[src/design/ect_pkg.sv]
package ect_pkg;

	localparam int MaxPoints = 16;
	localparam int CoordBits = 16;
	localparam int IdxBits = 4;

	// sequencer states
	localparam logic [3:0] ST_LOAD  = 4'd0;
	localparam logic [3:0] ST_AREA  = 4'd1;
	localparam logic [3:0] ST_ORDER = 4'd2;
	localparam logic [3:0] ST_EAR   = 4'd3;
	localparam logic [3:0] ST_TEST  = 4'd4;
	localparam logic [3:0] ST_EMIT  = 4'd5;
	localparam logic [3:0] ST_SHIFT = 4'd6;
	localparam logic [3:0] ST_FAN   = 4'd7;
	localparam logic [3:0] ST_LAST  = 4'd8;
	localparam logic [3:0] ST_SHORT = 4'd9;
	localparam logic [3:0] ST_RD    = 4'd10;
	localparam logic [3:0] ST_RD2   = 4'd11;

	// control for the shared cross-product unit
	typedef struct packed {
		logic        go;
		logic        acc;
		logic        clr;
	} cross_ctl_t;

endpackage

[src/design/ect_cross.sv]
// Shared orientation unit: registered sign of (b-a) x (c-a), plus an area accumulator
module ect_cross
	import ect_pkg::*;
#(
	parameter int COORD_BITS = CoordBits
) (
	input  logic                         clk,
	input  logic                         arst_n,
	input  cross_ctl_t                   ctl,
	input  logic signed [COORD_BITS-1:0] ax,
	input  logic signed [COORD_BITS-1:0] ay,
	input  logic signed [COORD_BITS-1:0] bx,
	input  logic signed [COORD_BITS-1:0] by,
	input  logic signed [COORD_BITS-1:0] cx,
	input  logic signed [COORD_BITS-1:0] cy,
	output logic                         done,
	output logic [1:0]                   turn_sign,
	output logic                         area_neg
);
	localparam int DW = COORD_BITS + 1;
	localparam int PW = 2 * DW;
	localparam int AW = PW + 6;

	logic signed [PW-1:0] p1_s1, p2_s1;
	logic                 acc_s1, v_s1;
	logic signed [AW-1:0] area_q;
	logic signed [PW:0]   diff;
	logic signed [DW-1:0] ux, uy, wx, wy;

	assign ux = DW'(bx) - DW'(ax);
	assign wy = DW'(cy) - DW'(ay);
	assign wx = DW'(cx) - DW'(ax);
	assign uy = DW'(by) - DW'(ay);

	// stage one: two products
	always_ff @(posedge clk or negedge arst_n) begin
		if (!arst_n) begin
			v_s1 <= 1'b0;
		end else begin
			v_s1 <= ctl.go;
		end
	end
	always_ff @(posedge clk) begin
		p1_s1  <= ux * wy;
		p2_s1  <= wx * uy;
		acc_s1 <= ctl.acc;
	end

	assign diff = (PW+1)'(p1_s1) - (PW+1)'(p2_s1);

	// stage two: sign and area accumulation; cleared while loading
	always_ff @(posedge clk or negedge arst_n) begin
		if (!arst_n) begin
			done      <= 1'b0;
			turn_sign <= 2'b00;
			area_q    <= '0;
		end else begin
			done <= v_s1;
			if (v_s1) begin
				turn_sign <= diff[PW] ? 2'b11 : ((diff == '0) ? 2'b00 : 2'b01);
				if (acc_s1) area_q <= area_q + AW'(diff);
			end else if (ctl.clr) begin
				area_q <= '0;
			end
		end
	end
	assign area_neg = area_q[AW-1];
endmodule

[src/design/ear_clip_triangulator.sv]
// Ear-clipping triangulator.
// Loading: one vertex item per cycle, no result until the last vertex.
// Triangulation: area pass, then order build, then ear search, with every orientation
// test run in the shared cross unit, one test at a time.
// The block is not ready from the last vertex until the final result item is accepted.
// Reset (arst_n low) clears the point count and overflow flag and returns to loading.
module ear_clip_triangulator
	import ect_pkg::*;
#(
	parameter int MAX_POINTS = MaxPoints,
	parameter int COORD_BITS = CoordBits
) (
	input  logic                  clk,
	input  logic                  arst_n,
	input  logic                  in_valid,
	output logic                  in_ready,
	input  logic signed [15:0]    point_x,
	input  logic signed [15:0]    point_y,
	input  logic                  last_point,
	output logic                  out_valid,
	input  logic                  out_ready,
	output logic [IdxBits-1:0]    corner_a,
	output logic [IdxBits-1:0]    corner_b,
	output logic [IdxBits-1:0]    corner_c,
	output logic                  no_triangle,
	output logic                  overflow,
	output logic                  last_triangle
);
	localparam int IW = (MAX_POINTS > 1) ? $clog2(MAX_POINTS) : 1;
	localparam int CW = $clog2(MAX_POINTS + 1);

	logic signed [COORD_BITS-1:0] xs_q [MAX_POINTS];
	logic signed [COORD_BITS-1:0] ys_q [MAX_POINTS];
	logic [IW-1:0] ord_q [MAX_POINTS];

	logic [3:0]    state_q;
	logic [CW-1:0] cnt_q, m_q;
	logic          ovf_q;
	logic [IW-1:0] i_q, j_q, k_q;
	logic [1:0]    ph_q;
	logic [1:0]    d_q [2];
	logic [IW-1:0] ta_q, tb_q, tc_q, tp_q;

	cross_ctl_t ctl;
	logic       xdone, area_neg;
	logic [1:0] tsgn;
	logic signed [COORD_BITS-1:0] ax, ay, bx, by, cx, cy;

	logic in_acc, out_acc;
	assign in_acc  = in_valid && in_ready;
	assign out_acc = out_valid && out_ready;
	assign in_ready = (state_q == ST_LOAD);

	// modular neighbours within remaining list
	function automatic logic [IW-1:0] nxt(input logic [IW-1:0] i, input logic [CW-1:0] m);
		nxt = (CW'(i) + 1'b1 == m) ? '0 : IW'(CW'(i) + 1'b1);
	endfunction
	function automatic logic [IW-1:0] prv(input logic [IW-1:0] i, input logic [CW-1:0] m);
		prv = (i == '0) ? IW'(m - 1'b1) : i - 1'b1;
	endfunction

	logic [IW-1:0] ip, inx;
	assign ip  = prv(i_q, m_q);
	assign inx = nxt(i_q, m_q);

	// operand select for the cross unit
	logic [IW-1:0] oa, ob, oc;
	always_comb begin
		oa = ta_q; ob = tb_q; oc = tc_q;
		if (state_q == ST_AREA) begin
			oa = '0; ob = i_q; oc = IW'(CW'(i_q) + 1'b1);
		end else if (state_q == ST_TEST) begin
			case (ph_q)
				2'd0:    begin oa = ta_q; ob = tb_q; oc = tp_q; end
				2'd1:    begin oa = tb_q; ob = tc_q; oc = tp_q; end
				default: begin oa = tc_q; ob = ta_q; oc = tp_q; end
			endcase
		end
	end
	assign ax = xs_q[oa]; assign ay = ys_q[oa];
	assign bx = xs_q[ob]; assign by = ys_q[ob];
	assign cx = xs_q[oc]; assign cy = ys_q[oc];

	// neighbours of the candidate are not tested against its triangle
	logic j_skip;
	assign j_skip = (j_q == ip) || (j_q == i_q) || (j_q == inx);

	logic busy_q;
	always_comb begin
		ctl.go  = !busy_q && ((state_q == ST_AREA) || (state_q == ST_EAR) ||
			((state_q == ST_TEST) && !j_skip));
		ctl.acc = (state_q == ST_AREA);
		ctl.clr = (state_q == ST_LOAD);
	end

	ect_cross #(.COORD_BITS(COORD_BITS)) u_cross (
		.clk, .arst_n, .ctl, .ax, .ay, .bx, .by, .cx, .cy,
		.done(xdone), .turn_sign(tsgn), .area_neg
	);

	// vertex store writes
	always_ff @(posedge clk) begin
		if (in_acc && (cnt_q < CW'(MAX_POINTS))) begin
			xs_q[cnt_q[IW-1:0]] <= COORD_BITS'($unsigned(point_x));
			ys_q[cnt_q[IW-1:0]] <= COORD_BITS'($unsigned(point_y));
		end
	end

	// remaining order: build and one-entry-per-cycle removal
	always_ff @(posedge clk) begin
		if (state_q == ST_ORDER)
			ord_q[i_q] <= area_neg ? IW'(cnt_q - 1'b1 - CW'(i_q)) : i_q;
		else if (state_q == ST_SHIFT && CW'(k_q) + 1'b1 < m_q)
			ord_q[k_q] <= ord_q[IW'(CW'(k_q) + 1'b1)];
	end

	// result register loads; valid drops once the item is taken
	logic res_load;
	assign res_load = (state_q == ST_SHORT) ||
		(((state_q == ST_EMIT) || (state_q == ST_FAN) || (state_q == ST_LAST)) &&
		 (!out_valid || out_acc));

	always_ff @(posedge clk or negedge arst_n) begin
		if (!arst_n) begin
			out_valid <= 1'b0;
		end else if (res_load) begin
			out_valid <= 1'b1;
		end else if (out_acc) begin
			out_valid <= 1'b0;
		end
	end

	// sequencer
	always_ff @(posedge clk or negedge arst_n) begin
		if (!arst_n) begin
			state_q   <= ST_LOAD;
			cnt_q     <= '0;
			ovf_q     <= 1'b0;
			busy_q    <= 1'b0;
			i_q <= '0; j_q <= '0; k_q <= '0; ph_q <= '0; m_q <= '0;
			ta_q <= '0; tb_q <= '0; tc_q <= '0; tp_q <= '0;
			corner_a <= '0; corner_b <= '0; corner_c <= '0;
			no_triangle <= 1'b0; overflow <= 1'b0; last_triangle <= 1'b0;
		end else begin
			if (xdone) busy_q <= 1'b0;
			else if (ctl.go) busy_q <= 1'b1;
			case (state_q)
				ST_LOAD: if (in_acc) begin
					if (cnt_q < CW'(MAX_POINTS)) cnt_q <= cnt_q + 1'b1;
					else ovf_q <= 1'b1;
					if (last_point) begin
						i_q <= IW'(1);
						if ((cnt_q < CW'(MAX_POINTS) ? cnt_q + 1'b1 : cnt_q) < CW'(3))
							state_q <= ST_SHORT;
						else
							state_q <= ST_AREA;
					end
				end
				ST_SHORT: begin
					corner_a <= '0; corner_b <= '0; corner_c <= '0;
					no_triangle <= 1'b1; overflow <= ovf_q; last_triangle <= 1'b1;
					state_q <= ST_RD2;
				end
				ST_AREA: if (xdone) begin
					if (CW'(i_q) + 2'd2 >= cnt_q) begin
						i_q <= '0; state_q <= ST_ORDER;
					end else i_q <= i_q + 1'b1;
				end
				ST_ORDER: begin
					if (CW'(i_q) + 1'b1 == cnt_q) begin
						m_q <= cnt_q; i_q <= '0; state_q <= ST_RD;
					end else i_q <= i_q + 1'b1;
				end
				ST_RD: begin
					// pick candidate ear from current index, or the final triangle when three remain
					if (m_q <= CW'(3)) begin
						ta_q <= ord_q[0]; tb_q <= ord_q[1]; tc_q <= ord_q[2];
						state_q <= ST_LAST;
					end else begin
						ta_q <= ord_q[ip]; tb_q <= ord_q[i_q]; tc_q <= ord_q[inx];
						state_q <= ST_EAR;
					end
				end
				ST_EAR: if (xdone) begin
					if (tsgn == 2'b01) begin
						j_q <= '0; ph_q <= '0;
						tp_q <= ord_q[0];
						state_q <= ST_TEST;
					end else if (CW'(i_q) + 1'b1 == m_q) begin
						k_q <= IW'(1); state_q <= ST_FAN;
					end else begin
						i_q <= i_q + 1'b1; state_q <= ST_RD;
					end
				end
				ST_TEST: begin
					if (j_skip && !busy_q) begin
						if (CW'(j_q) + 1'b1 == m_q) state_q <= ST_EMIT;
						else begin j_q <= j_q + 1'b1; tp_q <= ord_q[IW'(CW'(j_q) + 1'b1)]; end
					end else if (xdone) begin
						if (ph_q != 2'd2) begin
							d_q[ph_q[0]] <= tsgn;
							ph_q <= ph_q + 1'b1;
						end else begin
							ph_q <= '0;
							if (!(((d_q[0] == 2'b11) || (d_q[1] == 2'b11) || (tsgn == 2'b11)) &&
							      ((d_q[0] == 2'b01) || (d_q[1] == 2'b01) || (tsgn == 2'b01)))) begin
								// point inside or on an edge: not an ear
								if (CW'(i_q) + 1'b1 == m_q) begin
									k_q <= IW'(1); state_q <= ST_FAN;
								end else begin
									i_q <= i_q + 1'b1; state_q <= ST_RD;
								end
							end else if (CW'(j_q) + 1'b1 == m_q) state_q <= ST_EMIT;
							else begin
								j_q <= j_q + 1'b1; tp_q <= ord_q[IW'(CW'(j_q) + 1'b1)];
							end
						end
					end
				end
				ST_EMIT: if (res_load) begin
					corner_a <= 4'(ta_q); corner_b <= 4'(tb_q); corner_c <= 4'(tc_q);
					no_triangle <= 1'b0; overflow <= ovf_q; last_triangle <= 1'b0;
					k_q <= i_q; state_q <= ST_SHIFT;
				end
				ST_SHIFT: begin
					if (CW'(k_q) + 1'b1 >= m_q) begin
						m_q <= m_q - 1'b1; i_q <= '0; state_q <= ST_RD;
					end else k_q <= k_q + 1'b1;
				end
				ST_FAN: if (res_load) begin
					corner_a <= 4'(ord_q[0]); corner_b <= 4'(ord_q[k_q]);
					corner_c <= 4'(ord_q[IW'(CW'(k_q) + 1'b1)]);
					no_triangle <= 1'b0; overflow <= ovf_q;
					last_triangle <= (CW'(k_q) + 2'd2 == m_q);
					if (CW'(k_q) + 2'd2 == m_q) state_q <= ST_RD2;
					else k_q <= k_q + 1'b1;
				end
				ST_LAST: if (res_load) begin
					corner_a <= 4'(ta_q); corner_b <= 4'(tb_q); corner_c <= 4'(tc_q);
					no_triangle <= 1'b0; overflow <= ovf_q; last_triangle <= 1'b1;
					state_q <= ST_RD2;
				end
				ST_RD2: if (out_acc) begin
					cnt_q <= '0; ovf_q <= 1'b0; state_q <= ST_LOAD;
				end
				default: state_q <= ST_LOAD;
			endcase
		end
	end

	// checks
	a_no_load_busy: assert property (@(posedge clk) disable iff (!arst_n)
		(state_q != ST_LOAD) |-> !in_ready) else $error("ready while busy");
	a_cnt_range: assert property (@(posedge clk) disable iff (!arst_n)
		cnt_q <= CW'(MAX_POINTS)) else $error("count overrun");
	a_last_ends: assert property (@(posedge clk) disable iff (!arst_n)
		(out_acc && last_triangle) |=> (state_q == ST_LOAD)) else $error("run not closed");
endmodule

[config.mk]
export PLATFORM = sky130hd
export DESIGN_NAME = ear_clip_triangulator
export DESIGN_NICKNAME = d
export VERILOG_FILES = /design/src/design/ect_pkg.sv /design/src/design/ect_cross.sv /design/src/design/ear_clip_triangulator.sv
export SDC_FILE = /design/constraint.sdc
export NUM_CORES = 2
export LEC_CHECK = 0
export CAP_MARGIN = 20
export CORE_MARGIN = 3
export CORE_UTILIZATION = 67
export DETAILED_ROUTE_END_ITERATION = 7
export DONT_BUFFER_PORTS = 1
export PLACE_DENSITY_LB_ADDON = 0.15
export SLEW_MARGIN = 20
export SYNTH_ARGS = -nofsm -noshare
export SYNTH_HDL_FRONTEND = slang
export SYNTH_SLANG_ARGS = --single-unit
[constraint.sdc]
create_clock -name clk -period 22 [get_ports clk]
set_input_delay 2.2 -clock clk [delete_from_list [all_inputs] [get_ports clk]]
set_output_delay 2.2 -clock clk [all_outputs]
set_load 0.005 [all_outputs]
==> metrics.log <==
[metrics] via count: 53400
[metrics] number of maximum-capacitance violations: 0
[metrics] number of iterations in the first detailed-routing pass: 6
[metrics] number of clock buffers inserted by TritonCTS: 84
[metrics] largest net degree at the start of global routing: 164
[metrics] setup repair after global routing missed its margin: no
[metrics] vertical die dimension: 329 µm
[metrics] most prevalent standard cell on the critical path: fa_1
[metrics] Routability Congestion: 0.966
[metrics] Resized cells post-CTS: 0
[metrics] data arrival time at the worst-slack endpoint: 14.55 ns
[metrics] summed instance area of the synthesized netlist: 69800 µm²
[metrics] count of flip-flops with a built-in enable after synthesis: 580
[metrics] Final ANT Viol Nets: 0
[metrics] sum of routed wire length over all layers: 197 mm
[metrics] register area share after synthesis: 30.7%
[metrics] initial cell density of the core: 68.0%
[metrics] via/cell ratio: 6.80
[metrics] Hold-fix buffers, CTS: 0
[metrics] total half-perimeter wirelength after legalization and detailed placement: 135 mm
[metrics] endpoints failing hold: 0
[metrics] TritonCTS clock tree: built
[metrics] multi-input logic area: 44400 µm²
[metrics] slew of the pin with the lowest slew margin: 1.26 ns
[metrics] share of post-route cells with drive strength above 1: 10.7%
[metrics] Worst path max stage delay: 0.85 ns
[metrics] final-layout setup total negative slack: 0 ns
[metrics] synthesized area per cell: 10.6 µm²
[metrics] top library cells by usage in the layout, fill and taps aside: 755 x nand2_1, 749 x inv_1, 600 x fa_1, 580 x edfxtp_1, 380 x nor2_1
[metrics] first-pass GRT wire length: 305 mm
[metrics] CTS Root Buffer Type: clkbuf_16
[metrics] Die ar.: 108000 µm²
[metrics] setup violation total in the final timing report: 0
[metrics] starting DRC count in detailed routing: 6616
[metrics] share of the cycle needed by the critical path after routing: 63.8%
[metrics] kind of cell with the highest combined delay on the critical path: compound AO/OA/AOI/OAI gates
[metrics] # rows: 117
[metrics] required time of the critical path: 22.52 ns
[metrics] area taken by flip-flops and latches: 21500 µm²
[metrics] count of nets after finishing: 7384
[metrics] Top Ports: 54
[metrics] wire per inst: 25.1 µm
[metrics] Fmax achieved: 71.3 MHz
[metrics] post-CTS setup-driven buffer insertion count: 0
[metrics] placed cell areas: 71200 µm²
[metrics] highest net fanout along the worst path: 91
[metrics] Buffers on Ports: 0
[metrics] H-tree levels: 3
[metrics] leftover overflow at the end of global routing: 0
[metrics] later-pin clock latency in the skew report: 0.69 ns
[metrics] number of remaining DRC errors: 0
[metrics] number of synthesized register bits: 755
[metrics] via count of the first global-routing pass: 53800
[metrics] layout filler cell count: 7232
[metrics] worst max-slew margin expressed relative to the limit: 15.5%
[metrics] yosys warns: 0
[metrics] most frequently used flop master after synthesis: edfxtp_1
[metrics] final critical path time including I/O delays and setup: 14.03 ns
[metrics] status: completed
[metrics] Synth cell types: 100
[metrics] cell count after synthesis: 6591
[metrics] Critical Path Start Type: flip-flop
[metrics] standard cell with the maximum stage delay on the critical path: buf_4
[metrics] Async SR Flop Fraction: 14.0%
[metrics] Max Transition Viols Final: 0
[metrics] worst hold-check path type: flip-flop to flip-flop
[metrics] post-layout instance area: 74100 µm²
[metrics] skew final: 0.0602 ns
[metrics] Die Wd: 329 µm
[metrics] initial antenna violation count: 5
[metrics] GRT Util Overall: 36.7%
[metrics] Worst Path Class, Setup: flip-flop to flip-flop
[metrics] category of the worst setup path capture point: flip-flop
[metrics] most common cell after layout, fill and taps aside: nand2_1
[metrics] area inside the core boundary: 103000 µm²
[metrics] clock slew at the register clock pins of the worst setup and hold paths: 0.06 ns
[metrics] worst path buffer plus inverter count: 7
[metrics] final hold slack: 0.483 ns
[metrics] maximum clock path buffer count: 3
[metrics] synthesized netlist net count: 7560
[metrics] P&R area growth vs syn: 6.21%
[metrics] CTS sink count: 755
-- worst min-delay path: stages, from the launching register on --
cell	delay, ns
dfrtp_1	0.34
nand2_1	0.05
o41ai_1	0.05
-- flip-flops by register name, summed over array words and instances (netlist names), 5 cells and up --
signal / cells
xs_q: 256
ys_q: 256
ord_q: 64
u_cross.area_q: 40
u_cross.p1_s1: 34
u_cross.p2_s1: 34
cnt_q: 5
m_q: 5
-- through the flow --
| step | setup WS [ns] | std cells | util (%) |
|---|---|---|---|
| 3_3_place_gp | 8.55 | 7697 | 69.4 |
| 5_1_grt | 6.98 | 7849 | 72.2 |
| 6_report | 7.97 | 7855 | 72.2 |
| 4_1_cts | 8.09 | 7849 | 72.1 |
| 2_1_floorplan | 10.27 | 6591 | - |
| 3_5_place_dp | 8.14 | 7697 | 69.4 |
-- cell families (layout without fill, tap and decap cells) --
logic type,after synthesis,in the layout,share of synthesized area [%]
other cells,0,6,0
buf+inv,1122,1012,6.16
simple gates,1851,1851,12.4
xor+xnor,212,212,2.70
mux,449,449,12.5
flops,755,755,30.7
fa+ha+maj,932,932,23.2
compound gates,1270,1270,12.3
-- layout make-up --
class                   count  share of cell area, %
multi-input cells        4714                   59.9
clock inverters            45                  0.755
diodes                      6                 0.0203
clock buffers             107                   3.05
flip-flops and latches    755                   29.0
repair buffers            107                   1.19
well taps                1368                   2.31
inverters                 753                   3.81
-- metal layers --
layer,routed length [µm],global-route usage (%)
met5,21,0
met3,24100,9.74
met4,11700,18.8
met2,91500,58.4
met1,69800,46.8
-- cell usage after synthesis, types with 155 or more instances --
cell,count,area (µm²)
fa_1,600,12000
nor2_1,394,1480
nand2_1,755,2830
o21ai_0,155,776
a21oi_1,298,1490
inv_1,749,2810
ha_1,332,4150
mux4_2,336,7570
edfxtp_1,580,17400
and2_1,228,1430
a211oi_1,289,2170
clkbuf_1,287,1080
-- worst paths after layout --
path,from,end,slack [ns],depth (start not counted)
setup reg to reg,state_q[2],u_cross.p2_s1[33],7.97,41
min in group asynchronous,arst_n,corner_b[2],1.20,0
hold / removal,u_cross.area_q[12],u_cross.area_q[12],0.48,2
setup / recovery,state_q[2],u_cross.p2_s1[33],7.97,41
max in group asynchronous,arst_n,u_cross.area_q[16],20.51,0
hold reg to reg,u_cross.area_q[12],u_cross.area_q[12],0.48,2
Power is not shown: default switching activity piles up to over one toggle a cycle in this logic, so the estimate is an artifact.
